### src/hw/rtl/mvt_pkg.sv
// Shared types and constants for the 4x4 matrix-vector transform.
// Used by the configuration file, the row pipeline and the top level.
package mvt_pkg;

	// Widths of the signed Q16.16 format and its intermediate sums.
	localparam int WORD_W    = 32;
	localparam int FRAC_W    = 16;
	localparam int PROD_W    = 2 * WORD_W;
	localparam int PAIR_W    = PROD_W + 1;
	localparam int SUM_W     = PROD_W + 2;
	localparam int DIM       = 4;
	localparam int CFG_W     = 64;
	localparam int CFG_IDX_W = 4;

	// Configuration register indexes.
	localparam logic [CFG_IDX_W-1:0] REG_ROW0_COLS01 = 4'd0;
	localparam logic [CFG_IDX_W-1:0] REG_ROW0_COLS23 = 4'd1;
	localparam logic [CFG_IDX_W-1:0] REG_ROW1_COLS01 = 4'd2;
	localparam logic [CFG_IDX_W-1:0] REG_ROW1_COLS23 = 4'd3;
	localparam logic [CFG_IDX_W-1:0] REG_ROW2_COLS01 = 4'd4;
	localparam logic [CFG_IDX_W-1:0] REG_ROW2_COLS23 = 4'd5;
	localparam logic [CFG_IDX_W-1:0] REG_ROW3_COLS01 = 4'd6;
	localparam logic [CFG_IDX_W-1:0] REG_ROW3_COLS23 = 4'd7;

	typedef logic signed [WORD_W-1:0] word_t;

	// One matrix row: four coefficients, column 0 first.
	typedef word_t [DIM-1:0] row_t;

	// Per-stage load enables of the pipeline.
	typedef struct packed {
		logic s1;
		logic s2;
		logic s3;
		logic s4;
	} adv_t;

endpackage

### src/hw/rtl/mvt_cfg_regs.sv
// Configuration register file holding the 4x4 matrix.
// Depends on mvt_pkg for the register indexes and row type.
module mvt_cfg_regs import mvt_pkg::*; (
	input  logic                 clk,
	input  logic                 arst_n,
	input  logic                 wr_en,
	input  logic [CFG_IDX_W-1:0] wr_index,
	input  logic [CFG_W-1:0]     wr_data,
	output row_t                 row0,
	output row_t                 row1,
	output row_t                 row2,
	output row_t                 row3
);

	logic [CFG_W-1:0] r0c01_q, r0c23_q, r1c01_q, r1c23_q;
	logic [CFG_W-1:0] r2c01_q, r2c23_q, r3c01_q, r3c23_q;

	// Register writes; indexes beyond the list are dropped.
	always_ff @(posedge clk or negedge arst_n) begin
		if (!arst_n) begin
			r0c01_q <= '0;
			r0c23_q <= '0;
			r1c01_q <= '0;
			r1c23_q <= '0;
			r2c01_q <= '0;
			r2c23_q <= '0;
			r3c01_q <= '0;
			r3c23_q <= '0;
		end else if (wr_en) begin
			unique case (wr_index)
				REG_ROW0_COLS01: r0c01_q <= wr_data;
				REG_ROW0_COLS23: r0c23_q <= wr_data;
				REG_ROW1_COLS01: r1c01_q <= wr_data;
				REG_ROW1_COLS23: r1c23_q <= wr_data;
				REG_ROW2_COLS01: r2c01_q <= wr_data;
				REG_ROW2_COLS23: r2c23_q <= wr_data;
				REG_ROW3_COLS01: r3c01_q <= wr_data;
				REG_ROW3_COLS23: r3c23_q <= wr_data;
				default: ;
			endcase
		end
	end

	// Low word of each register is the even column, high word the odd one.
	assign row0 = {r0c23_q[CFG_W-1:WORD_W], r0c23_q[WORD_W-1:0],
		r0c01_q[CFG_W-1:WORD_W], r0c01_q[WORD_W-1:0]};
	assign row1 = {r1c23_q[CFG_W-1:WORD_W], r1c23_q[WORD_W-1:0],
		r1c01_q[CFG_W-1:WORD_W], r1c01_q[WORD_W-1:0]};
	assign row2 = {r2c23_q[CFG_W-1:WORD_W], r2c23_q[WORD_W-1:0],
		r2c01_q[CFG_W-1:WORD_W], r2c01_q[WORD_W-1:0]};
	assign row3 = {r3c23_q[CFG_W-1:WORD_W], r3c23_q[WORD_W-1:0],
		r3c01_q[CFG_W-1:WORD_W], r3c01_q[WORD_W-1:0]};

endmodule

### config.mk
export PLATFORM = sky130hd
export DESIGN_NAME = mvt_cfg_regs
export DESIGN_NICKNAME = d
export VERILOG_FILES = /design/src/hw/rtl/mvt_pkg.sv /design/src/hw/rtl/mvt_cfg_regs.sv
export SDC_FILE = /design/constraint.sdc
export NUM_CORES = 1
export LEC_CHECK = 0
export ABC_AREA = 1
export ABC_CLOCK_PERIOD_IN_PS = 2100
export BUFFER_PORTS_ARGS = -buffer_cell sky130_fd_sc_hd__buf_2
export CORE_AREA = 3 3 226 228
export CTS_CLUSTER_SIZE = 24
export DETAILED_ROUTE_END_ITERATION = 7
export DIE_AREA = 0 0 229 231
export PLACE_DENSITY_LB_ADDON = 0.08
export SLEW_MARGIN = 20
export SYNTH_ARGS = -nofsm -noshare
export SYNTH_HDL_FRONTEND = slang
export SYNTH_SLANG_ARGS = --single-unit
export TNS_END_PERCENT = 20
### constraint.sdc
create_clock -name clk -period 2.1 [get_ports clk]
set_clock_uncertainty 0.1 [all_clocks]
set_input_delay 0.21 -clock clk [delete_from_list [all_inputs] [get_ports clk]]
set_output_delay 0.21 -clock clk [all_outputs]
set_load 0.1 [all_outputs]
==> impl_metrics.toml <==
[finish]
fin_area_um2 = 27400
seq_area_um2 = 12800
synthToLayoutAreaGrowth_pct = 28.1
drive_above_1_share_pct = 24.8
multi_input_area_um2 = 7120
layout.nets = 3049
nFillCells = 4637

[route]
drtPass1Iterations = 5
ant_nets = 0
drc = 0
routed_via_density = 5.27
first_iter_violations = 1455
avgRoutedWirePerCell_um = 22.2
vias = 19400
routed_wl_um = 81500

[setup_path]
arrival_ps = 1500
slowest_stage = "buf_2"
path_class = "register to output pin"
cp_top_family = "buffers and inverters"
path_cells = "buf_2"
start_kind = "register"
worst-path-max-fanout = 2
critPathMaxStageDelay_ps = 470
required_ps = 1790
crit_buf_inv = 1
critPathCaptureType = "output pin"

[clock_tree]
cts_buffer_depth = 3
cts-root-buf = "clkbuf_16"
cts_buffers = 54
clk_pin_slew_ps = 60
cts.sinks = 512
htreeDepth = 2
cts_resized = 0
cts_tree = "done"
cts_setup_buffers = 0
clock_latency_ps = 580

[global_routing]
antenna_found_initial = 1
grt_max_degree = 115
grt_pass1_wl_um = 123000
grtUsageTotal_pct = 30.2
overflow = 0
grt_pass1_vias = 18800

[logic_synthesis]
syn_nets = 2509
synth-xor-area-share_pct = 0
netlist_area_um2 = 21400
syn_inst = 2438
avgSynthCellArea_um2 = 8.76
netlist.area_leader.share_pct = 60.0
synthSimpleGateAreaFrac_pct = 28.3
yosysUniqueCellTypes = 13
yosysTopAreaCell = "dfrtp_1"
synth_warnings = 0
synth_commonest_cells = "nand2_1, dfrtp_1, nand4_1, inv_1, o21bai_1"
ys_ff_latch = 512
synth_flop_cell = "dfrtp_1"
synthAdderAreaFrac_pct = 0
synth_edf_count = 0
synth-async-reset-ratio_pct = 100
synth_top_family_by_area = "simple AND/OR/NAND/NOR gates"
synth-compound-area-share_pct = 4.50
synth.area.top_cells = "dfrtp_1, nand2_1, nand4_1, o21bai_1, buf_2"
synth-seq-area-share_pct = 60.0
muxShareOfSynthArea_pct = 0
yosysMostFrequentCell = "nand2_1"

[pwr]
cellLeakagePower_nw = 15.2
vdd_drop_max_uv = 897
powerDensity_nw_per_um2 = 1630
power_mw = 44.5

[timing]
maxSlewViolCount = 0
setup_violations = 0
max-slew-margin-rel_pct = 50.2
worst_pin_slew_ps = 747
rsz0062_at_grt = "false"
period_share_pct = 86.2
fmaxAchievable_mhz = 553
finalSetupTns_ps = 0
finalHoldViolCount = 0
fin_crit_ps = 1810

[place]
dp_hpwl_um = 53800
io_buffers = 582
gp_congestion = 0.841
placed_area_um2 = 25000

[run_status]
outcome = "finished clean"

[floorplan]
die_w_um = 229
placementRows = 81
start_util_pct = 43.5
die_y_um = 231
ios = 583
core_um2 = 49100
die-area_um2 = 52900

[hold_path]
hp-class = "input port to register"

[run]
drv_cap = 0
[what timing repair did]
action	CTS	global route
setup endpoints to repair	0	0
hold endpoints to repair	766	0
hold buffers	65	0
[flip-flops by register name, summed over array words and instances, names as in the netlist]
name / flops
r1c23_q: 64
r3c23_q: 64
r0c23_q: 64
r1c01_q: 64
r2c23_q: 64
r0c01_q: 64
r3c01_q: 64
r2c01_q: 64
[cells by family (layout without fill, tap and decap cells)]
logic type	count (synthesis)	in the layout
simple gates	1427	1427
flops	512	512
buf+inv	371	945
other cells	0	1
compound gates	128	128
[cells in the final DEF, fill, tap and decap left out, drive strengths merged]
| cell | count |
|---|---|
| dlygate4sd3 | 65 |
| nand3 | 7 |
| clkinv | 3 |
| nor2 | 9 |
| dfrtp | 512 |
| nand4 | 256 |
| inv | 134 |
| buf | 655 |
| o21bai | 128 |
| clkbuf | 88 |
| nand2 | 1155 |
| diode | 1 |
[path summary, 6_finish.rpt]
check,start,to,slack (ps),cells after the start
worst max-delay path,r0c23_q[61],row0[125],290,1
worst min-delay path,wr_index[0],r2c01_q[50],90,6
worst max register to register,r3c01_q[1],r3c01_q[1],1240,3
worst min register to register,r1c01_q[55],r1c01_q[55],360,2
max in group asynchronous,arst_n,r2c01_q[29],920,3
min in group asynchronous,arst_n,r0c01_q[52],120,2
[metrics by stage]
step | setup slack, ps | util (%) | hold WS [ps] | instances
2_1_floorplan | 739 | - | -186 | 2438
3_3_place_gp | 426 | 51.0 | 140 | 3521
3_5_place_dp | 395 | 51.0 | 141 | 3521
4_1_cts | 264 | 55.8 | 45.8 | 3676
5_1_grt | 261 | 55.8 | 105 | 3677
6_report | 290 | 55.8 | 87.0 | 3677
[report_power, final]
group          switching, mW  internal [mW]  total [mW]
registers               1.22           12.0        13.2
clock network           3.89           5.33        9.23
logic                   19.3           2.74        22.1
[layout make-up]
type	instances	share of cell area [%]
multi-input cells	1555	26.0
well taps	664	3.04
clock buffers	87	6.06
clock inverters	3	0.0549
flip-flops and latches	512	46.8
repair buffers	721	16.1
inverters	134	1.84
diodes	1	0.00915
[layer usage]
metal | track usage [%] | up-vias | part of all wire [%]
met5 | 0 | - | 0
met4 | 10.8 | 0 | 3.7
met3 | 8.16 | 142 | 8.7
met2 | 49.0 | 804 | 48
met1 | 39.1 | 9627 | 40
li1 | - | 8788 | -
Power figures use the tool's default switching activity.
